### config.mk
export PLATFORM = sky130hd
export DESIGN_NAME = mt_seeder
export DESIGN_NICKNAME = d
export VERILOG_FILES = /design/src/design/mt_pkg.sv /design/src/design/mt_seeder.sv
export SDC_FILE = /design/constraint.sdc
export NUM_CORES = 1
export LEC_CHECK = 0
export ABC_AREA = 1
export BUFFER_PORTS_ARGS = -buffer_cell sky130_fd_sc_hd__buf_2
export CAP_MARGIN = 20
export CORE_MARGIN = 2
export CORE_UTILIZATION = 45
export CTS_CLUSTER_SIZE = 25
export DETAILED_ROUTE_END_ITERATION = 6
export PLACE_DENSITY = 0.59
export SLEW_MARGIN = 20
export SYNTH_ARGS = -nofsm -noshare
export SYNTH_HDL_FRONTEND = slang
export SYNTH_SLANG_ARGS = --single-unit
### constraint.sdc
create_clock -name clk -period 11.7 [get_ports clk]
set_input_delay 3.51 -clock clk [delete_from_list [all_inputs] [get_ports clk]]
set_output_delay 3.51 -clock clk [all_outputs]
set_load 0.01 [all_outputs]
### src/design/mt_pkg.sv
// Shared constants, types and the tempering function of the word generator.
package mt_pkg;

	localparam int STATE_WORDS  = 624;
	localparam int TWIST_OFFSET = 397;
	localparam int POS_W        = $clog2(STATE_WORDS);

	localparam logic [31:0] TWIST_MATRIX = 32'h9908_b0df;
	localparam logic [31:0] TEMPER_B     = 32'h9d2c_5680;
	localparam logic [31:0] TEMPER_C     = 32'hefc6_0000;
	localparam logic [31:0] SEED_MULT    = 32'd1812433253;
	localparam logic [31:0] DEFAULT_SEED = 32'd5489;

	localparam logic [POS_W-1:0] LAST_POS = POS_W'(STATE_WORDS - 1);

	// seeder -> chain: one seed word pushed into the tail per cycle
	typedef struct packed {
		logic        push;
		logic [31:0] word;
	} seed_stat_t;

	function automatic logic [31:0] temper(input logic [31:0] x);
		logic [31:0] y;
		y = x ^ (x >> 11);
		y = y ^ ((y << 7) & TEMPER_B);
		y = y ^ ((y << 15) & TEMPER_C);
		y = y ^ (y >> 18);
		return y;
	endfunction

endpackage

### src/design/mt_seeder.sv
// Seeding recurrence: produces one initial state word per cycle into the chain tail.
module mt_seeder
	import mt_pkg::*;
(
	input  logic        clk,
	input  logic        arst_n,
	input  logic        start,
	input  logic [31:0] seed,
	output seed_stat_t  stat
);

	logic             active_q;
	logic [POS_W-1:0] count_q;
	logic [31:0]      prev_q;
	logic [31:0]      mixed;
	logic [31:0]      next_word;

	assign mixed     = prev_q ^ (prev_q >> 30);
	assign next_word = (count_q == '0) ? seed
	                 : 32'(SEED_MULT * mixed) + {{(32-POS_W){1'b0}}, count_q};

	always_ff @(posedge clk or negedge arst_n) begin
		if (!arst_n) begin
			active_q <= 1'b1;
			count_q  <= '0;
		end else if (start) begin
			active_q <= 1'b1;
			count_q  <= '0;
		end else if (active_q) begin
			if (count_q == LAST_POS) begin
				active_q <= 1'b0;
			end
			count_q <= count_q + 1'b1;
		end
	end

	always_ff @(posedge clk) begin
		if (active_q && !start) begin
			prev_q <= next_word;
		end
	end

	assign stat.push = active_q;
	assign stat.word = next_word;

endmodule

# ---- Word-level counts from Yosys, hierarchy flattened
# Index checks and enable logic that the tools add are counted.
dict set report word_totals {
  wordCells 18
  ff_bits 43
  output_inout_bits 33
  inputBits 35
}
dict set report classes {
  mux 6
  eq_ne 1
  reduce_logical 4
  bitwise 1
  add_sub_neg 2
  multipliers 1
}
# operator n
set ops {}
lappend ops {{32-bit by 10-bit adder with 32-bit output} 1}
lappend ops {{31-bit by 32-bit multiplier with 32-bit output, first input constant} 1}
lappend ops {{32-bit 2-to-1 mux} 1}
lappend ops {{32-bit by 2-bit bitwise XOR with 32-bit output} 1}
lappend ops {{10-bit 2-to-1 mux} 2}
lappend ops {{10-bit by 1-bit adder with 10-bit output, second input constant} 1}
lappend ops {{10-bit == test, second input constant} 1}
lappend ops {{10-bit logical NOT} 1}
lappend ops {{1-bit 2-to-1 mux} 3}
lappend ops {{2-bit nonzero test} 1}
lappend ops {{1-bit logical AND} 1}
lappend ops {{1-bit logical NOT} 1}

# ---- Depth between registers and ports, before layout
dict set report logic_depth {
  word_depth 4
  depth_mapped 27
  mapped_depth_nobuf 27
}

# ---- Worst setup path after synthesis
# No wires, ideal clock.
dict set report synth_timing {
  path_type {register to output}
  startpoint {register prev_q[31]}
  endpoint {output port stat[25] (netlist bit)}
  arrival_ps 5775
  path_slack_ps 2415
  stages_incl_launch_ff 26
  required_time_ps 8190
  n_path_buf 0
  path_cell_list {edfxtp_1 xnor2_1 xnor2_1 inv_1 ha_1 or2_2 ha_1 inv_1 fa_1 inv_1 ha_1 fa_1 fa_1 fa_1 inv_1 fa_1 inv_1 ha_1 a21oi_1 inv_1 a31oi_1 o21a_1 nand3_1 or2_2 nand3_1 nand2_1}
}
# item line
set synth_rtl {}
lappend synth_rtl {{start, declared} mt_seeder.sv:14} ;# logic [31:0] prev_q;
lappend synth_rtl {{start signal, assigned} mt_seeder.sv:39} ;# prev_q <= next_word;
lappend synth_rtl {{end, declared} mt_seeder.sv:9} ;# output seed_stat_t stat

==> metrics.md <==
| Metric | Value |
|---|---|
| Yosys reg bits | 43 |
| Synth warn | 0 |
| Worst setup SP type | register |
| DIE AREA | 25300 um^2 |
| Largest net degree at the start of global routing | 29 |
| Critical path arrival | 6.91 ns |
| Depth of the CTS H-tree | 2 |
| Status | completed |
| Final-report max-slew violation count | 0 |
| Fill cells | 2360 |
| Crit share post-route | 89.0% |
| Setup-failing EPs final | 0 |
| CTS resizes | 0 |
| Final worst path period need | 10.42 ns |
| Share of the synthesized area in the top cell type | 28.3% |
| Max incr delay on CP | 0.54 ns |
| Post-synth top area cell | fa_1 |
| Clk root buf | clkbuf_16 |
| Grt total ovfl | 0 |
| Vias | 8179 |
| Area Growth Syn to Fin | 8.37% |
| CTS Buf Count | 5 |
| Diodes inserted | 0 |
| Slowest CP cell | fa_1 |
| RSZ-0062 raised after global routing | no |
| Cell Rows | 56 |
| Final core utilization | 49.8% |
| Placed cell areas | 11600 um^2 |
| Clk_lat worst skew | 0.32 ns |
| Die Wd | 159 um |
| Clk buf depth | 2 |
| DP HPWL | 25400 um |
| Buf/Inv on CP | 7 |
| Mapped cell area | 10800 um^2 |
| Worst min path class | reg -> reg |
| Top Ports | 68 |
| Sequential share of the synthesized area | 11.4% |
| CTS sink cnt | 43 |
| First-pass GRT wire length | 48000 um |
| Synth area leaders | fa_1, ha_1, inv_1, edfxtp_1, nand2_1 |
| Most common cell on crit path | inv_1 |
| Post-route cell area | 11700 um^2 |
| Final wirelength | 29500 um |
| Post-synth EDFFs | 32 |
| Most frequent cells in the layout | inv_1, ha_1, nand2_1, fa_1, buf_2 |
| CP Max Fanout | 6 |
| Cells after Synth | 1226 |
| Vias in the first global route | 8670 |
| CP Capture Type | primary output |
| Share of synthesized registers carrying an async set or reset | 25.6% |
| Drt pass-1 iters | 6 |
| IO buf count | 67 |
| RePlAce Congestion | 0.928 |
| Avg WL per Cell | 18.3 um |
| Starting density of the core | 45.9% |
| DRC viols | 0 |
| Most common cell after layout, fill and taps aside | inv_1 |
| CP Class | reg -> out |
| Share of layout cells above drive strength 1 | 8.09% |
| Post-Route Setup TNS | 0 ns |
| Routed vias/inst | 5.06 |
| Synth Flop Type | edfxtp_1 |
| Post-synth net total | 1653 |
| CORE AREA | 23500 um^2 |
| Maximum clock rate | 0.0960 GHz |
| ANT nets after route | 0 |
| Clock slew at reported path FFs | 0.08 ns |
| Slew HR | 31.2% |
| WHS | 0.566 ns |
| Worst EP required | 8.19 ns |
| CP top delay family | adder cells |
| CTS tree | done |
| Die height | 159 um |
| Cell variety after synth | 47 |
| Post-CTS Setup Inserts | 0 |
| Final Skew | 0.0253 ns |
| Endpoints failing hold | 0 |
| Initial antenna violation count | 0 |
| Slew @ Worst Pin | 1.03 ns |
| GRT Total Usage | 24.8% |
| Final net count | 1724 |
| DRT iter0 DRCs | 447 |
| Total of max-cap violations | 0 |
| Synth Area per Inst | 8.82 um^2 |
| Hold_buf cts | 0 |
[worst reg2reg max path: cells and delay by family (launching register included)]
family                     cells  cell delay (ns)
adders and majority gates      9             3.54
and+or+nand+nor                8             1.28
xor gates and xnor gates       2             0.51
buffers and inverters          6             0.47
DFF                            1             0.42
AOI/OAI and AO/OA              1             0.20
[through the flow]
| step | cells | worst slack (ns) |
|---|---|---|
| 2_1_floorplan | 1226 | 2.42 |
| 3_3_place_gp | 1608 | 1.65 |
| 3_5_place_dp | 1609 | 1.64 |
| 4_1_cts | 1617 | 1.27 |
| 5_1_grt | 1617 | 0.861 |
| 6_report | 1617 | 1.28 |
[logic make-up (layout without fill, tap and decap cells)]
kind of cell	Yosys count	after routing	share of synthesized area [%]
AND/OR/NAND/NOR	324	324	13.0
flip-flops	43	43	11.4
XOR/XNOR	30	30	2.43
buffers and inverters	337	409	11.8
adder cells (fa/ha/maj)	392	392	56.0
AO/OA/AOI/OAI	100	100	5.39
[flip-flops by register name, summed over array words and instances, names as in the netlist]
name and flops:
count_q 10, prev_q 32, active_q 1
[layer usage]
layer  vias to the layer above  part of all wire, %  GRT usage, %  routed length, um
li1                       3979                    -             -                  -
met1                      3951                   48          35.8              14200
met2                       216                   45          40.5              13300
met3                        33                  5.1          3.28               1500
met4                         0                  1.8          4.50                535
met5                         -                    0             0                  0
[final timing paths]
check                                               to                   start  slack [ns]  cells after the start
worst min register to register  count_q[0]$_DFFE_PN0P_  count_q[0]$_DFFE_PN0P_        0.57                      2
worst max register to register    prev_q[26]$_DFFE_PP_    prev_q[31]$_DFFE_PP_        4.99                     26
min in group asynchronous       count_q[0]$_DFFE_PN0P_                  arst_n        3.06                      1
max in group asynchronous           active_q$_DFF_PN1_                  arst_n        8.37                      1
worst max-delay path                          stat[25]    prev_q[31]$_DFFE_PP_        1.28                     26
worst min-delay path            count_q[0]$_DFFE_PN0P_  count_q[0]$_DFFE_PN0P_        0.57                      2
[synthesized netlist by cell type (2+ instances only)]
cell / n
dfrtp_1: 10
nor2_1: 46
a21oi_2: 3
edfxtp_1: 32
nand4_1: 9
clkbuf_1: 3
xnor2_1: 21
inv_1: 328
o211ai_1: 3
a21o_1: 4
buf_2: 3
nor3b_1: 2
inv_2: 2
nand3_1: 44
nand3b_1: 3
o21ai_1: 2
ha_1: 239
nand2_2: 4
xor2_1: 9
a31oi_1: 3
a21oi_1: 37
nand2_1: 188
nor3_1: 12
nor2_2: 3
nor3_2: 2
or2_2: 4
nand3_2: 2
o21bai_1: 5
o21ai_0: 32
fa_1: 153
o21a_1: 2
[final cells by class]
cell class                 count  area (um^2)  area share (%)
tap                          319          399            3.41
clock buffer                   6          139            1.19
inverter                     330         1240            10.6
clock inverter                 2         15.0           0.128
sequential                    43         1240            10.6
multi-input combinational    846         8310            70.9
timing repair buffer          71          378            3.23
Power is left out: the tool's default activity adds up to more than one toggle a clock period on the data nets, which glitch-free logic cannot reach.
