--- config.mk ---
export PLATFORM = sky130hd
export DESIGN_NAME = mt_cell
export DESIGN_NICKNAME = d
export VERILOG_FILES = /design/src/design/mt_pkg.sv /design/src/design/mt_cell.sv
export SDC_FILE = /design/constraint.sdc
export NUM_CORES = 1
export LEC_CHECK = 0
export BUFFER_PORTS_ARGS = -buffer_cell sky130_fd_sc_hd__clkbuf_2
export CAP_MARGIN = 20
export CORE_UTILIZATION = 35
export DETAILED_ROUTE_END_ITERATION = 7
export PLACE_DENSITY = 0.82
export SETUP_SLACK_MARGIN = 0.15
export SLEW_MARGIN = 20
export SYNTH_ARGS = -nofsm -noshare
export SYNTH_HDL_FRONTEND = slang
export SYNTH_SLANG_ARGS = --single-unit
--- constraint.sdc ---
create_clock -name clk -period 0.8 [get_ports clk]
set_clock_uncertainty 0.1 [all_clocks]
set_input_delay 0.12 -clock clk [delete_from_list [all_inputs] [get_ports clk]]
set_output_delay 0.12 -clock clk [all_outputs]
set_load 0.05 [all_outputs]
--- src/design/mt_pkg.sv ---
// Shared constants, types and the tempering function of the word generator.
package mt_pkg;

	localparam int STATE_WORDS  = 624;
	localparam int TWIST_OFFSET = 397;
	localparam int POS_W        = $clog2(STATE_WORDS);

	localparam logic [31:0] TWIST_MATRIX = 32'h9908_b0df;
	localparam logic [31:0] TEMPER_B     = 32'h9d2c_5680;
	localparam logic [31:0] TEMPER_C     = 32'hefc6_0000;
	localparam logic [31:0] SEED_MULT    = 32'd1812433253;
	localparam logic [31:0] DEFAULT_SEED = 32'd5489;

	localparam logic [POS_W-1:0] LAST_POS = POS_W'(STATE_WORDS - 1);

	// seeder -> chain: one seed word pushed into the tail per cycle
	typedef struct packed {
		logic        push;
		logic [31:0] word;
	} seed_stat_t;

	function automatic logic [31:0] temper(input logic [31:0] x);
		logic [31:0] y;
		y = x ^ (x >> 11);
		y = y ^ ((y << 7) & TEMPER_B);
		y = y ^ ((y << 15) & TEMPER_C);
		y = y ^ (y >> 18);
		return y;
	endfunction

endpackage

--- src/design/mt_cell.sv ---
// One state word of the twister shift chain.
module mt_cell
	import mt_pkg::*;
(
	input  logic        clk,
	input  logic        shift,
	input  logic [31:0] d,
	output logic [31:0] q
);

	logic [31:0] word_q;

	always_ff @(posedge clk) begin
		if (shift) begin
			word_q <= d;
		end
	end

	assign q = word_q;

endmodule

* Yosys cells after proc, flatten, opt, wreduce, memory -nomap -nowiden
Cells that the tools add are included.
** Word-level totals
- Register bits after elaboration :: 32
- Word-level logic and storage cells :: 1
- Output and inout port bits :: 32

* Longest topological paths before layout
Gate-level depths: netlist (run 1).
- Word-level depth :: 0
- Depth in mapped cells :: 0
- Mapped depth without buffers :: 0

* Least setup slack after synthesis (run 1)
No wires, ideal clock.
- Path kind :: flip-flop to output port
- From :: reg word_q[0], in the netlist q[0]
- To :: out q[0]
- Path slack :: -0.021 ns
- Arrival :: 0.601 ns
- Cell stages (with the launch flop) :: 1
- Buffers on the path :: 0
- Cell sequence :: edfxtp_1
** RTL lines
- start, declared :: line mt_cell.sv:11 : logic [31:0] word_q;
- start signal, assigned :: line mt_cell.sv:15 : word_q <= d;
- end, declared :: line mt_cell.sv:8 : output logic [31:0] q
No word-level cell between the ends.

* Worst setup path after layout (run 1)
- From :: reg word_q[0], in the netlist q[0]
- To :: out q[0]
No word-level cell between the ends.

==> impl.org, run 1 <==
** Run status
- Run status :: finished, violations left
- Violated checks :: negative hold slack, negative setup slack

** Timing
- Total of endpoints with negative setup slack in the final report :: 32
- FMAX :: 870 MHz
- In the post-route analysis, the smallest setup slack over all paths is -0.349 ns.
- For the pin with the worst max-slew slack, the measured transition is 0.119 ns.
- RSZ-0062 raised after global routing :: yes
- Hold_ws :: -0.143 ns
- Adding up every negative setup slack in the final design gives -10.42 ns.
- For the finished layout, the period the worst path requires is 1.15 ns.
- The final critical path takes up 144% of the cycle.
- The max-slew violation count is 0.
- Fin. Hold Viols :: 32
- Worst rel slew slack :: 92.1%

** Setup path
- At the worst endpoint, the arrival time is 0.93 ns.
- Critical path endpoint :: q[0]
- STA classifies the critical path endpoint as an output pin.
- The worst setup path is launched from a flip-flop.
- In this run the worst path has a maximum fanout of 1.
- At the worst endpoint, the required time is 0.58 ns.
- Crit path buffers/inverters :: 1
- In this design, the largest share of critical-path delay is due to flip-flops.
- Max stage delay on crit path :: 0.43 ns
- Cells along the critical path :: buf_8
- In this run the worst setup path begins at q[0].
- Cell with the largest stage delay on the worst path :: edfxtp_1
- In this run the number of cells on the critical path is 1.
- Kind of critical path :: reg2out

** Synthesis
- Summing every instance area after synthesis gives 961 um2.
- Counting flops and latches in the post-synthesis netlist gives 32.
- Sequential elements use 100% of the synthesized area.
- Counting every instance in the synthesized netlist gives 32.
- For this run, the number of Yosys warnings is 0.
- Average cell area after synthesis :: 30.0 um2
- Synthesis produced a netlist with a net count of 66.
- By area the synthesized netlist is led by edfxtp_1 (100%).
- Area share of the largest cell type after synthesis :: 100%
- Distinct cell type count of the synthesized netlist :: 1
- Cell type contributing the most total cell area after synthesis :: edfxtp_1

** Routing
- Count of nets left with antenna violations after detail routing :: 0
- In the routed design, unresolved DRC markers number 0.
- Post-Route WL :: 1890 um
- For this block, the initial DRC count from the detailed router was 7.
- In the final routed layout, each cell accounts on average for 13.8 um.
- First-pass detailed-route iteration total :: 4
- Via count :: 607
- Using the TritonRoute via totals, the vias-per-cell ratio works out to 4.43.

** GRT
- The number of global-route vias before repair is 580.
- Maximum number of pins on one net before global-route repair :: 19
- In the global route stage, overall resource usage came out at 14.6%.
- Remaining global-route overflow :: 0
- The first global-routing pass estimated 2530 um of wire.
- The number of antenna violations at the first check in global routing came to 0.

** Placement
- Total instance count after detailed placement :: 129
- Worst setup slack before clock tree synthesis :: -0.0359 ns
- Port Buffer Count :: 65
- Final RePlAce weighted congestion :: 0.660

** Worst hold path
- The path class of the tightest hold or removal check is in2reg.
- WHS Path Cells :: 1

** Die
- Std-Cell Core Area :: 2540 um2
- The die is 54.4 um tall.
- Overall die area :: 2960 um2
- In this run the horizontal extent of the chip is 54.4 um.
- Row generation in the floorplan step produced 18 rows.
- Initial cell density of the core :: 37.8%
- 66 I/O pins were placed.

** Layout
- Post-layout net count :: 140
- Fin cells :: 137
- 0 cells are multi-input combinational gates.
- The register with the most flip-flops in the layout has 32 of them.
- Growth of design area from synthesis to finish :: 79.8%
- Fraction of final layout cells sized beyond drive strength 1 :: 68.2%
- 0 antenna diodes ended up in the layout.
- Summing all multi-input logic gate instances after layout gives 0 um2.

** Clock tree
- Clock tree from TritonCTS :: built
- H-tree lvl count :: 2
- In this run, CTS created clock tree buffers numbering 5.
- Maximum buffer depth of the clock tree :: 2
- Clock transition at path regs :: 0.09 ns
- For this design, the sink count on the clock tree is 32.
- CTS placed an instance of clkbuf_4 at the clock tree root.

** Power and ir drop
- Maximum vdd ir drop :: 1.76 mV
- In this run the power density over the cells is 2390 nW/um2.
- In this run the static leakage power is 0.741 nW.
- Total Power Consumption :: 4.12 mW

** Job
- Max-capacitance violation count :: 0
per-stage QoR:
stage / util (%) / hold WS, ns / instance area (um2)
final: 67.9 / -0.143 / 1730
after global routing: 67.9 / -0.171 / 1730
after CTS: 67.6 / -0.157 / 1720
after detailed placement: 53.6 / 0.199 / 1360
after global placement: 53.6 / 0.197 / 1360
after floorplan: - / 0.119 / 961
repair_timing:
action	CTS	global route
gates resized for setup	64	7
endpoints found under the setup margin	32	32
buffers inserted	0	0
endpoints found under the hold margin	32	32
pin swaps	0	0
worst min-delay path by stage:
stage / startpoint / to
3_5_place_dp: d[18] / q[18]
2_1_floorplan: d[0] / q[0]
3_3_place_gp: d[1] / q[1]
4_1_cts: d[18] / q[18]
6_report: d[11] / q[11]
5_1_grt: d[2] / q[2]
report_power, final:
part	internal [mW]	switching, mW
registers	1.99	0.0593
clock network	0.637	0.516
logic	0.361	0.558
kinds of logic after synthesis:
group,after synthesis,synth area share [%]
DFF,32,100
layout make-up:
cell class	count	area [um2]
repair buffers	67	654
flip-flops and latches	32	961
clock inverters	3	37.5
fillers	166	817
well taps	30	37.5
clock buffers	5	37.5
placed cells by master, fill, tap and decap left out, drive strengths merged:
master | netlist | final
clkbuf | 0 | 63
edfxtp | 32 | 32
buf | 0 | 9
clkinv | 0 | 2
bufinv | 0 | 1
routing by layer:
metal  wire length, um  up-vias  global-route usage (%)
li1                  -      278                       -
met1               550      269                    11.1
met2               936       54                    22.2
met3               356        6                    14.4
met4                49        0                    10.3
met5                 0        -                       0
synthesized netlist by cell type:
cell	instances
edfxtp_1	32
No activity file was read; power rests on OpenSTA's default activity.
==> run 2, diff against run 1 <==
--- a/config.mk
+++ b/config.mk
@@ -5,11 +5,13 @@
 export SDC_FILE = /design/constraint.sdc
 export NUM_CORES = 1
 export LEC_CHECK = 0
+export ABC_AREA = 1
 export BUFFER_PORTS_ARGS = -buffer_cell sky130_fd_sc_hd__clkbuf_2
 export CAP_MARGIN = 20
-export CORE_UTILIZATION = 35
+export CORE_UTILIZATION = 37
+export CTS_BUF_LIST = sky130_fd_sc_hd__clkbuf_4 sky130_fd_sc_hd__clkbuf_8
 export DETAILED_ROUTE_END_ITERATION = 7
-export PLACE_DENSITY = 0.82
+export PLACE_DENSITY = 0.86
 export SETUP_SLACK_MARGIN = 0.15
 export SLEW_MARGIN = 20
 export SYNTH_ARGS = -nofsm -noshare
==> run 2 against run 1 <==
Net effect: the run still ends with negative hold slack, negative setup slack left; first-iteration DRC count is 14% higher; total power down 6.3%; combinational power shrank 0.8%; sequential share of layout area up 0.73 points; flip-flop and latch count is the same; count of clock-buffer cells in the layout is 2 higher; worst setup slack improved by 0.0045 ns; non-clock buffer count unchanged; clock power decreased by 21%; critical path depth unchanged; global-route usage down 0.23 points; routed wire length is 2.7% higher.
==> impl.org, run 2 (same netlist as run 1, synthesis figures left out) <==
** Layout
- Fin util :: 69.5% (was 67.9%)
- The proportion of layout cells with a drive suffix above 1 came to 69.2% (was 68.2%).
- Growth of design area from synthesis to finish :: 77.5% (was 79.8%)
- The total area of multi-input combinational cells was 0 um2 (unchanged).
- Commonest non-fill, non-tap cells in the layout: clkbuf_2 (33), edfxtp_1 (32), clkbuf_8 (28) (was clkbuf_2 (33), edfxtp_1 (32), clkbuf_8 (25)).
- Post-route cell area :: 1710 um2 (was 1730 um2)
- The non-filler instance count after layout was 137 (unchanged).
- The multi-input gate count came to 0 (unchanged).
- Flip-flop count of the largest register after layout :: 32 (unchanged)
- Most common cell after layout, fill and taps aside :: clkbuf_2 (unchanged)
- Final-layout fill cell count :: 173 (was 166)
- The diode insertion count for antenna repair was 0 (unchanged).
- Post-layout net count :: 140 (unchanged)

** Die
- Std-Cell Core Area :: 2450 um2 (was 2540 um2)
- The top-level I/O count is 66 (unchanged).
- The number of rows created at floorplan was 18 (unchanged).
- The die footprint came to 2800 um2 (was 2960 um2).
- The die span in y was 53.0 um (was 54.4 um).
- The starting utilization of the core area was 39.1% (was 37.8%).
- Floorplan die width :: 53.0 um (was 54.4 um)

** Clock tree
- The clock transition time at the flip-flop clock pins of the worst setup and hold paths came to 0.09 ns (about the same).
- Clock tree from TritonCTS :: built (unchanged)
- Root cell of the clock tree :: clkbuf_4 (unchanged)
- Cts bufs inserted :: 5 (unchanged)
- Number of clock sinks seen by CTS :: 32 (unchanged)
- The clock tree buffer depth is 2 (unchanged).
- H-tree lvl count :: 2 (unchanged)
- The post-CTS setup buffer count was 0 (unchanged).

** Setup path
- The critical path required time came to 0.58 ns (about the same).
- Crit path buffers/inverters :: 1 (unchanged)
- The slowest cell on the critical path was edfxtp_1 (unchanged).
- The number of cells on the critical path is 1 (unchanged).
- Cells along the critical path: buf_8 (unchanged).
- The endpoint kind of the worst setup timing path was an output pin (unchanged).
- The data arrival time of the critical path was 0.92 ns (was 0.93 ns).
- Kind of critical path :: reg2out (unchanged)
- Family with the most delay on the worst path :: flip-flops (unchanged)
- The top fanout value on the critical path is 1 (unchanged).
- Critical path launch point type :: flip-flop (unchanged)
- Max stage delay on crit path :: 0.43 ns (about the same)

** GRT
- Maximum number of pins on one net before global-route repair :: 17 (was 19)
- Most used routing layer in global routing :: met2 (unchanged)
- The global-route wire length before repair is 2470 um (was 2530 um).
- The number of antenna violations at the first check in global routing was 0 (unchanged).
- Met1 usage in global routing :: 12.6% (was 11.1%)
- The all-layer global routing usage is 14.4% (was 14.6%).
- Number of global-route vias before repair :: 575 (was 580)
- The fraction of met3 tracks used by global routing is 8.05% (was 14.4%).
- Remaining global-route overflow :: 0 (unchanged)
- The met2 track demand over resource in global routing was 24.3% (was 22.2%).

** Timing
- RSZ-0062 raised after global routing :: yes (unchanged)
- The transition time at the pin with the least slew margin is 0.119 ns (about the same).
- The time the final worst path needs with I/O delays and setup came to 1.14 ns (was 1.15 ns).
- Worst rel slew slack :: 92.1% (about the same)
- The worst setup margin is -0.345 ns (was -0.349 ns).
- Total of endpoints with negative setup slack in the final report :: 32 (unchanged)
- The max-slew violation count is 0 (unchanged).
- Fin. Hold Viols :: 32 (unchanged)
- The share of the clock period used by the worst path after layout was 143% (was 144%).
- The highest attainable clock frequency came to 873 MHz (was 870 MHz).
- Hold_ws :: -0.132 ns (was -0.143 ns)
- The total negative slack for setup checks came to -10.12 ns (was -10.42 ns).

** Placement
- The number of I/O port buffers is 65 (unchanged).
- The placer congestion estimate was 0.624 (was 0.660).
- Total instance count after detailed placement :: 129 (unchanged)
- Placed inst area :: 1360 um2 (unchanged)

** Job
- Max-capacitance violation count :: 0 (unchanged)

** Power and ir drop
- Power per standard cell area :: 2270 nW/um2 (was 2390 nW/um2)
- Maximum vdd ir drop :: 1.86 mV (was 1.76 mV)
- The static leakage was 0.734 nW (was 0.741 nW).

** Routing
- Avg Vias per Cell :: 4.40 (was 4.43)
- Via count :: 603 (was 607)
- The final wirelength is 1940 um (was 1890 um).
- Count of nets left with antenna violations after detail routing :: 0 (unchanged)
- The number of DRC violations after detailed-routing iteration 0 is 8 (was 7).
- First-pass detailed-route iteration total :: 4 (unchanged)
- Average wire per standard cell :: 14.2 um (was 13.8 um)
- The number of DRC violations after detailed routing is 0 (unchanged).

** Run status
- Violated checks :: negative hold slack, negative setup slack (unchanged)
- Run status :: finished, violations left (unchanged)

** Worst hold path
- The worst min-delay path endpoint was q[31] (was q[11]).
- The start point of the worst min-delay path was d[31] (was d[11]).
- Class of the tightest hold or removal check :: in2reg (unchanged)
- The depth of the worst hold-timing path came to 1 (unchanged).
-- run 2: cell count changes in the layout (fill, tap and decap cells not counted) --
cell / change
clkbuf_4: +2
clkinv_1: -1
bufinv_16: -1
buf_8: -3
clkbuf_8: +3
-- run 2: cell type report --
type / instances / area, um2 / share of cell area [%]
clock buffers: 7 / 52.6 / 3.08
clock inverters: 1 / 3.75 / 0.220
flip-flops and latches: 32 / 961 / 56.3
repair buffers: 67 / 651 / 38.2
well taps: 30 / 37.5 / 2.20
-- run 2: worst max path at each step --
stage                 end  slack, ns  startpoint
floorplan            q[0]      -0.02        q[0]
global placement    q[14]      -0.02       shift
detailed placement   q[6]      -0.03        q[6]
CTS                 q[11]      -0.36       q[11]
global route        q[23]      -0.38       q[23]
finish              q[23]      -0.34       q[23]
-- run 2: per-layer routing --
layer  vias up  wire (um)
met5         -          0
met4         0         36
met3         6        206
met2        41       1050
met1       276        651
li1        280          -
-- run 2: power breakdown --
group | switching (mW) | leakage (nW) | internal [mW] | total [mW]
Clock | 0.500 | 0.0338 | 0.405 | 0.905
Sequential | 0.0569 | 0.313 | 1.99 | 2.05
Combinational | 0.557 | 0.387 | 0.356 | 0.912
Total | 1.11 | 0.734 | 2.75 | 3.87
-- run 2: repair_timing --
action / 4_1_cts / 5_1_grt
gates resized for setup: 64 / 4
endpoints found under the hold margin: 32 / 32
setup endpoints to repair: 32 / 32
-- run 2: stage by stage --
step | worst slack, ns | power (mW) | hold WS (ns)
after floorplan | -0.0206 | 2.53 | 0.119
after global placement | -0.0189 | 2.76 | 0.198
after detailed placement | -0.0282 | 2.78 | 0.199
after CTS | -0.358 | 3.88 | -0.151
after global routing | -0.382 | 4.00 | -0.160
final | -0.345 | 3.87 | -0.132
