==> src/design/mt_pkg.sv <==
// Shared constants, types and the tempering function of the word generator.
package mt_pkg;

	localparam int STATE_WORDS  = 624;
	localparam int TWIST_OFFSET = 397;
	localparam int POS_W        = $clog2(STATE_WORDS);

	localparam logic [31:0] TWIST_MATRIX = 32'h9908_b0df;
	localparam logic [31:0] TEMPER_B     = 32'h9d2c_5680;
	localparam logic [31:0] TEMPER_C     = 32'hefc6_0000;
	localparam logic [31:0] SEED_MULT    = 32'd1812433253;
	localparam logic [31:0] DEFAULT_SEED = 32'd5489;

	localparam logic [POS_W-1:0] LAST_POS = POS_W'(STATE_WORDS - 1);

	// seeder -> chain: one seed word pushed into the tail per cycle
	typedef struct packed {
		logic        push;
		logic [31:0] word;
	} seed_stat_t;

	function automatic logic [31:0] temper(input logic [31:0] x);
		logic [31:0] y;
		y = x ^ (x >> 11);
		y = y ^ ((y << 7) & TEMPER_B);
		y = y ^ ((y << 15) & TEMPER_C);
		y = y ^ (y >> 18);
		return y;
	endfunction

endpackage

==> src/design/mt_out_buf.sv <==
// Output register with a skid stage so input stays open while a result waits.
module mt_out_buf
	import mt_pkg::*;
(
	input  logic        clk,
	input  logic        arst_n,
	input  logic        in_valid,
	input  logic [31:0] in_data,
	output logic        in_ready,
	output logic        out_valid,
	input  logic        out_ready,
	output logic [31:0] out_data
);

	logic        out_valid_q;
	logic [31:0] out_data_q;
	logic        skid_valid_q;
	logic [31:0] skid_data_q;
	logic        open;

	assign open     = !out_valid_q || out_ready;
	assign in_ready = !skid_valid_q;

	always_ff @(posedge clk or negedge arst_n) begin
		if (!arst_n) begin
			out_valid_q  <= 1'b0;
			skid_valid_q <= 1'b0;
		end else if (open) begin
			if (skid_valid_q) begin
				out_valid_q  <= 1'b1;
				skid_valid_q <= 1'b0;
			end else begin
				out_valid_q <= in_valid;
			end
		end else if (in_valid && !skid_valid_q) begin
			skid_valid_q <= 1'b1;
		end
	end

	always_ff @(posedge clk) begin
		if (open) begin
			if (skid_valid_q) begin
				out_data_q <= skid_data_q;
			end else if (in_valid) begin
				out_data_q <= in_data;
			end
		end else if (in_valid && !skid_valid_q) begin
			skid_data_q <= in_data;
		end
	end

	assign out_valid = out_valid_q;
	assign out_data  = out_data_q;

endmodule

==> config.mk <==
export PLATFORM = sky130hd
export DESIGN_NAME = mt_out_buf
export DESIGN_NICKNAME = d
export VERILOG_FILES = /design/src/design/mt_pkg.sv /design/src/design/mt_out_buf.sv
export SDC_FILE = /design/constraint.sdc
export NUM_CORES = 1
export LEC_CHECK = 0
export BUFFER_PORTS_ARGS = -buffer_cell sky130_fd_sc_hd__buf_4
export CAP_MARGIN = 20
export CORE_MARGIN = 8
export CORE_UTILIZATION = 51
export DETAILED_ROUTE_END_ITERATION = 10
export GPL_TIMING_DRIVEN = 0
export PLACE_DENSITY = 0.78
export RECOVER_POWER = 100
export SETUP_SLACK_MARGIN = 0.15
export SLEW_MARGIN = 20
export SYNTH_ARGS = -nofsm -noshare
export SYNTH_HDL_FRONTEND = slang
export SYNTH_SLANG_ARGS = --single-unit
export TNS_END_PERCENT = 20
==> constraint.sdc <==
create_clock -name clk -period 4.05 [get_ports clk]
set_input_delay 0.2025 -clock clk [delete_from_list [all_inputs] [get_ports clk]]
set_output_delay 0.2025 -clock clk [all_outputs]
set_load 0.03 [all_outputs]
# --- Yosys cells after proc, flatten, opt, wreduce, memory -nomap -nowiden ---
# Index checks and enable logic that the tools add are counted.
# W data, S select, Z words.
op_classes:
  mux: 5
  bitwise_logic: 1
  reduce_logical: 8
ops:
  columns: ["operator", "count"]
  rows:
  - ["$mux W32", 2]
  - ["$reduce_and A2 Y1", 2]
  - ["$reduce_bool A2 Y1", 2]
  - ["$mux W1", 3]
  - ["$logic_not A1 Y1", 2]
  - ["$logic_and A1 B1 Y1", 1]
  - ["$logic_or A1 B1 Y1", 1]
  - ["$not A1 Y1", 1]
word_totals:
  ff_bits: 66
  input_bits: 36
  output_inout_bits: 34
  elab_cells: 18

# --- Logic depth before layout (Yosys ltp) ---
# Gate-level depths: netlist of run 1.
logic_depth:
  depth_word: 4
  ltp_mapped: 4
  depth_no_buf: 2

# --- Least setup slack after synthesis of run 1 ---
# OpenSTA, ideal clock, no wires.
synth_timing:
  kind: "register -> register"
  from: "register out_valid_q, in the netlist out_valid"
  to: "register skid_data_q[0] (enable)"
  arrival_time_ns: 3.079
  slack_ns: 0.504
  path_stages_with_launch: 3
  path_buffers: 0
  synth_period_minus_slack_ns: 3.546
  cell_sequence: "dfrtp_1 nand2b_1 nor3b_1"
synth_via:
  elab_chain_cells: 4
synth_rtl:
  columns: ["element", "line", "rtl"]
  rows:
  - ["from (decl)", "mt_out_buf.sv:15", "logic out_valid_q;"]
  - ["from (signal assigned)", "mt_out_buf.sv:33", "out_valid_q <= in_valid;"]
  - ["$logic_not A1 Y1", "mt_out_buf.sv:21", "assign open = !out_valid_q || out_ready;"]
  - ["$logic_or A1 B1 Y1", "mt_out_buf.sv:21", null]
  - ["$not A1 Y1 (no source line)", null, null]
  - ["$reduce_and A2 Y1 (no source line)", null, null]
  - ["to (signal assigned)", "mt_out_buf.sv:48", "skid_data_q <= in_data;"]
  - ["to (decl)", "mt_out_buf.sv:18", "logic [31:0] skid_data_q;"]
# No other way between the ends.
# A chain may end at the register's enable or synchronous reset.

# --- Worst setup path in the final report of run 1 ---
layout_timing:
  from: "register skid_valid_q"
  to: "register skid_data_q[13] (enable)"
layout_via:
  elab_chain_cells: 3
layout_rtl:
  columns: ["element", "line", "rtl"]
  rows:
  - ["from (decl)", "mt_out_buf.sv:17", "logic skid_valid_q;"]
  - ["from (signal assigned)", "mt_out_buf.sv:27", "skid_valid_q <= 1'b0;"]
  - ["from (signal assigned)", "mt_out_buf.sv:31", "skid_valid_q <= 1'b0;"]
  - ["from (signal assigned)", "mt_out_buf.sv:36", "skid_valid_q <= 1'b1;"]
  - ["$logic_not A1 Y1", "mt_out_buf.sv:47", "end else if (in_valid && !skid_valid_q) begin"]
  - ["$logic_and A1 B1 Y1", "mt_out_buf.sv:47", null]
  - ["$reduce_and A2 Y1 (no source line)", null, null]
# No other way between the ends.

==> flow_metrics.env, run 1 <==
export IMPL_setup_worst_path_class="reg -> reg"
export IMPL_fin_crit_ns=2.72
export IMPL_final_layout_size_suffix_gt1_frac=0.253
export IMPL_syn_cell_area_um2=2530
export IMPL_tightest_slew_ns=1.40
export IMPL_final_slew_violations=0
export IMPL_placed_cell_area_um2=3170
export IMPL_postSynthRegisterBits=66
export IMPL_clkTransAtPathRegs_ns=0.07
export IMPL_area_growth_synth_to_final_pct=20.7
export IMPL_critical_path_required_ns=4.09
export IMPL_place_detailed_hpwl_mm=3.39
export IMPL_num_antenna_cells=0
export IMPL_holdWs_ns=0.0712
export IMPL_synth_lib_cells_used_distinct=12
export IMPL_hold_path_depth=1
export IMPL_filler_cell_count=404
export IMPL_synth_top_area_share=0.760
export IMPL_slew_limit_headroom=0.0690
export IMPL_tritoncts="built"
export IMPL_achievable_freq_ghz=0.367
export IMPL_antenna_violating_nets_post_route=0
export IMPL_holdPathEnd="skid_data_q[8]"
export IMPL_grt_remaining_overflow=0
export IMPL_detail_route_first_pass_iterations=4
export IMPL_design_core_area_um2=4750
export IMPL_reg2reg_depth=5
export IMPL_fin_nets=229
export IMPL_dr_total_vias=1283
export IMPL_clock_root_buffer="sky130_fd_sc_hd__clkbuf_8"
export IMPL_drt_vias_per_instance=4.84
export IMPL_drt_initial_drc_count=41
export IMPL_htree_num_levels=3
export IMPL_worst_ep_arrival_time_ns=2.76
export IMPL_timing_final_setup_violations=0
export IMPL_detail_route_wl_per_cell_um=17.6
export IMPL_numPortBuffers=69
export IMPL_run_status="finished clean"
export IMPL_crit_path_max_incr_delay_ns=1.09
export IMPL_irDropWorstVdd_uv=327
export IMPL_gp_congestion=0.667
export IMPL_min_period_over_period=0.673
export IMPL_max_cap_violations=0
export IMPL_setup_repair_after_global_routing_missed_its_margin="no"
export IMPL_post_synth_main_area_contributors="sky130_fd_sc_hd__edfxtp_1 76%, sky130_fd_sc_hd__mux2_4 15%, sky130_fd_sc_hd__mux2_2 2.7%"
export IMPL_r2r_start="skid_valid_q"
export IMPL_worstSetupEndpointType="flop"
export IMPL_r2r_setup_slack_ns=1.33
export IMPL_cp_buffers_inverters=4
export IMPL_grt_use_total=0.129
export IMPL_drt_wl_total_mm=4.65
export IMPL_number_of_buffers_added_for_setup_after_cts=0
export IMPL_cts_hold_fix_buffers=1
export IMPL_most_common_layout_cells="64 x sky130_fd_sc_hd__edfxtp_1, 47 x sky130_fd_sc_hd__clkbuf_1, 24 x sky130_fd_sc_hd__mux2_1"
export IMPL_syn_avg_cell_area_um2=23.2
export IMPL_pwr_density_cell_nw_per_um2=491
export IMPL_syn_instance_count=109
export IMPL_worst_hold_path_type="in -> reg"
export IMPL_die_area_um2=7470
export IMPL_detail_route_drc_violations=0
export IMPL_die_width_um=86.4
export IMPL_timing_clock_skew_ns=0.00756
export IMPL_worst_reg2reg_endpoint="skid_data_q[13]"
export IMPL_power_leakage_nw=1.06
export IMPL_cell_family_contributing_the_most_delay_on_the_critical_path="simple AND/OR/NAND/NOR gates"
export IMPL_floorplan_initialDensity=0.532
export IMPL_clock_sinks=66
export IMPL_die_y_um=86.4
export IMPL_final_design_area_no_fill_um2=3050
export IMPL_std_cell_rows=25
export IMPL_first_global_vias=1450
export IMPL_maximum_number_of_pins_on_one_net_before_global_route_repair=33
export IMPL_crit_path_max_fanout=10
export IMPL_antenna_found_initial=0
export IMPL_cts_buffers=9
export IMPL_final_common_cell="sky130_fd_sc_hd__edfxtp_1"
export IMPL_cts_repair_resize_count=0
export IMPL_ios=70
export IMPL_cts_root_to_sink_buffers=2
export IMPL_worst_path_most_repeated_cell="sky130_fd_sc_hd__clkbuf_1"
export IMPL_clock_latency_ns=0.33
export IMPL_critical_path_slowest_cell="sky130_fd_sc_hd__nor3b_1"
export IMPL_startpoint_type="flop"
export IMPL_grt_first_pass_wirelength_mm=7.18
export IMPL_hp_start="in_data[8]"
export IMPL_yosysSeqAreaShare=0.780
export IMPL_synth_top_area_cell="sky130_fd_sc_hd__edfxtp_1"
export IMPL_totalPowerFinal_mw=1.50
export IMPL_final_hold_viol_count=0
export IMPL_synth_yosys_warnings=0
export IMPL_crit_chain="clkbuf_1 -> clkbuf_1 -> nor3b_1 -> buf_6 -> buf_4"
export IMPL_syn_num_nets=145
==> where the power goes <==
part | total, mW | internal, mW | switching (mW)
clock network | 0.510 | 0.276 | 0.234
logic | 0.173 | 0.0555 | 0.118
registers | 0.816 | 0.805 | 0.0105
==> metrics by stage <==
stage | utilization | setup TNS (ns) | setup WS (ns) | std cells
3_5_place_dp | 0.666 | 0 | 2.04 | 248
3_3_place_gp | 0.658 | -13.59 | -0.426 | 245
6_report | 0.642 | 0 | 1.33 | 265
4_1_cts | 0.707 | 0 | 2.02 | 265
2_1_floorplan | - | 0 | 0.504 | 109
5_1_grt | 0.642 | 0 | 1.13 | 265
==> worst max-delay path by stage <==
stage,startpoint,to,cells after the start
global route,skid_valid_q,skid_data_q[13],5
global placement,skid_valid_q,skid_data_q[19],3
finish,skid_valid_q,skid_data_q[13],5
CTS,skid_valid_q,skid_data_q[19],5
floorplan,out_valid,skid_data_q[0],2
detailed placement,skid_valid_q,skid_data_q[13],5
==> Yosys cell counts, drive strengths merged <==
master / n
inv: 1
nand2b: 1
edfxtp: 64
o21a: 1
nand2: 1
buf: 4
nor2: 2
dfrtp: 2
mux2: 32
nor3b: 1
==> state kept, by name, indices dropped and copies added (netlist names) <==
| register | count |
|---|---|
| out_data | 32 |
| skid_data_q | 32 |
| out_valid | 1 |
| skid_valid_q | 1 |
==> area by class of cell <==
class,instances,area (µm²),area share
plain buffers,4,15.0,0.00492
clock buffers,9,124,0.0406
clock inverters,7,60.1,0.0197
inverters,1,3.75,0.00123
multi-input cells,38,400,0.131
flip-flops and latches,66,1970,0.646
well taps,67,83.8,0.0275
repair buffers,73,393,0.129
==> layer usage <==
| layer | wire, µm | GRT usage | part of all wire | vias to the layer above |
|---|---|---|---|---|
| met5 | 0 | 0 | 0 | - |
| met4 | 138 | 0.0892 | 0.030 | 0 |
| met3 | 296 | 0.0510 | 0.064 | 13 |
| met2 | 2440 | 0.211 | 0.52 | 46 |
| met1 | 1780 | 0.133 | 0.38 | 626 |
| li1 | - | - | - | 598 |
==> cell families (layout without fill, tap and decap cells) <==
group                  Yosys count  in the layout  synth area share
multiplexers                    32             32             0.181
AO/OA/AOI/OAI                    1              1           0.00297
buffers and inverters            5             94            0.0262
AND/OR/NAND/NOR                  5              5           0.00990
flip-flops                      66             66             0.780
No activity file was read; power rests on OpenSTA's default activity.
==> run 2, diff against run 1 <==
--- a/config.mk
+++ b/config.mk
@@ -8,10 +8,10 @@
 export BUFFER_PORTS_ARGS = -buffer_cell sky130_fd_sc_hd__buf_4
 export CAP_MARGIN = 20
 export CORE_MARGIN = 8
-export CORE_UTILIZATION = 51
+export CORE_UTILIZATION = 46
 export DETAILED_ROUTE_END_ITERATION = 10
 export GPL_TIMING_DRIVEN = 0
-export PLACE_DENSITY = 0.78
+export PLACE_DENSITY = 0.74
 export RECOVER_POWER = 100
 export SETUP_SLACK_MARGIN = 0.15
 export SLEW_MARGIN = 20
==> constraint.sdc (replaced) <==
create_clock -name clk -period 2.2 [get_ports clk]
set_input_delay 0.11 -clock clk [delete_from_list [all_inputs] [get_ports clk]]
set_output_delay 0.11 -clock clk [all_outputs]
set_load 0.03 [all_outputs]
==> run 2 against run 1 <==
Final cell count grew 14%. Critical path type unchanged. Combinational power grew 120%. Global-route usage shrank 0.074 points. Register-to-register slack lost 0.92 ns. Sequential share of layout area shrank 6.6 points.
==> flow_metrics.env, run 2 (same netlist as run 1, synthesis figures left out) <==
export IMPL_pwr_density_cell_nw_per_um2=787
export IMPL_tightest_slew_ns=0.778
export IMPL_final_design_area_no_fill_um2=3400
export IMPL_detail_route_wl_per_cell_um=16.4
export IMPL_startpoint_type="flop"
export IMPL_placed_cell_area_um2=3180
export IMPL_grt_remaining_overflow=0
export IMPL_drt_wl_total_mm=4.94
export IMPL_placed_insts=252
export IMPL_cell_family_contributing_the_most_delay_on_the_critical_path="simple AND/OR/NAND/NOR gates"
export IMPL_std_cell_rows=27
export IMPL_timing_final_setup_violations=0
export IMPL_r2r_setup_slack_ns=0.40
export IMPL_die_width_um=90.1
export IMPL_final_layout_size_suffix_gt1_frac=0.245
export IMPL_cts_root_to_sink_buffers=2
export IMPL_first_global_vias=1635
export IMPL_critical_path_slowest_cell="sky130_fd_sc_hd__nor3b_2"
export IMPL_cts_repair_resize_count=0
export IMPL_detail_route_drc_violations=0
export IMPL_r2r_start="skid_valid_q"
export IMPL_cp_buffers_inverters=3
export IMPL_antenna_found_initial=1
export IMPL_clock_root_buffer="sky130_fd_sc_hd__clkbuf_8"
export IMPL_gp_congestion=0.621
export IMPL_numPortBuffers=69
export IMPL_tritoncts="built"
export IMPL_grt_use_total=0.128
export IMPL_number_of_buffers_added_for_setup_after_cts=0
export IMPL_most_common_layout_cells="64 x sky130_fd_sc_hd__edfxtp_1, 42 x sky130_fd_sc_hd__clkbuf_1, 34 x sky130_fd_sc_hd__dlygate4sd3_1"
export IMPL_achievable_freq_ghz=0.557
export IMPL_area_growth_synth_to_final_pct=34.3
export IMPL_antenna_violating_nets_post_route=0
export IMPL_clkTransAtPathRegs_ns=0.06
export IMPL_dr_total_vias=1379
export IMPL_filler_cell_count=439
export IMPL_final_slew_violations=0
export IMPL_die_area_um2=8130
export IMPL_htree_num_levels=3
export IMPL_worst_hold_path_type="in -> async"
export IMPL_irDropWorstVdd_uv=495
export IMPL_post_layout_nonfiller_instances=302
export IMPL_critical_path_required_ns=2.23
export IMPL_worst_ep_arrival_time_ns=1.83
export IMPL_clock_sinks=66
export IMPL_timing_clock_skew_ns=0.00758
export IMPL_fin_nets=261
export IMPL_slew_limit_headroom=0.481
export IMPL_max_cap_violations=0
export IMPL_drt_vias_per_instance=4.57
export IMPL_crit_path_max_fanout=14
export IMPL_final_common_cell="sky130_fd_sc_hd__edfxtp_1"
export IMPL_crit_path_max_incr_delay_ns=0.59
export IMPL_worstSetupEndpointType="flop"
export IMPL_beginning_of_the_critical_path="skid_valid_q"
export IMPL_min_period_over_period=0.817
export IMPL_grt_first_pass_wirelength_mm=8.09
export IMPL_power_leakage_nw=1.21
export IMPL_maximum_number_of_pins_on_one_net_before_global_route_repair=33
export IMPL_drt_initial_drc_count=59
export IMPL_final_hold_viol_count=0
export IMPL_postLayoutCoreUtil=0.628
export IMPL_ios=70
export IMPL_crit_chain="buf_6 -> buf_6 -> nor3b_2 -> buf_8"
export IMPL_floorplan_initialDensity=0.468
export IMPL_worst_path_most_repeated_cell="sky130_fd_sc_hd__buf_6"
export IMPL_fin_crit_ns=1.80
export IMPL_detail_route_first_pass_iterations=3
export IMPL_die_y_um=90.1
export IMPL_cts_hold_fix_buffers=34
export IMPL_design_core_area_um2=5410
export IMPL_run_status="finished clean"
export IMPL_clock_latency_ns=0.33
export IMPL_place_detailed_hpwl_mm=3.24
export IMPL_cts_buffers=9
export IMPL_setup_worst_path_class="reg -> reg"
export IMPL_setup_repair_after_global_routing_missed_its_margin="no"
run 2: worst paths after layout:
check                                  end  depth (start not counted)
min in group clk              skid_valid_q                          3
max reg2reg                skid_data_q[18]                          4
max                        skid_data_q[18]                          4
min                           skid_valid_q                          2
min reg2reg                   out_data[11]                          1
max in group asynchronous        out_valid                          2
run 2: final cells by class:
class	count	area, µm²	area share
Antenna cell	1	2.50	0.000737
Buffer	4	30.0	0.00884
Clock buffer	10	128	0.0376
Clock inverter	5	22.5	0.00663
Inverter	1	3.75	0.00110
Multi-Input combinational cell	38	407	0.120
Sequential cell	66	1970	0.580
Tap cell	72	90.1	0.0265
Timing Repair Buffer	105	742	0.218
run 2: power by group:
| group | switching, mW | internal, mW | total (mW) | leakage [nW] |
|---|---|---|---|---|
| logic | 0.229 | 0.149 | 0.378 | 0.506 |
| registers | 0.0196 | 1.48 | 1.50 | 0.625 |
| clock network | 0.406 | 0.388 | 0.794 | 0.0808 |
run 2: stage by stage:
| stage | total power [mW] | TNS (ns) | setup WS, ns | hold WS, ns |
|---|---|---|---|---|
| floorplan | 1.79 | 0 | 0.187 | -0.186 |
| global placement | 1.94 | -2.60 | -0.0817 | -0.107 |
| detailed placement | 1.96 | 0 | 0.441 | -0.105 |
| CTS | 2.81 | 0 | 0.427 | 0.0766 |
| global route | 2.79 | 0 | 0.295 | 0.107 |
| finish | 2.67 | 0 | 0.403 | 0.111 |
run 2: layer usage:
metal,routed length (µm),GRT usage,vias up,part of all wire
met1,1990,0.131,658,0.40
met4,102,0.0818,0,0.021
met3,357,0.0524,11,0.072
li1,-,-,664,-
met5,0,0,-,0
met2,2480,0.213,46,0.50
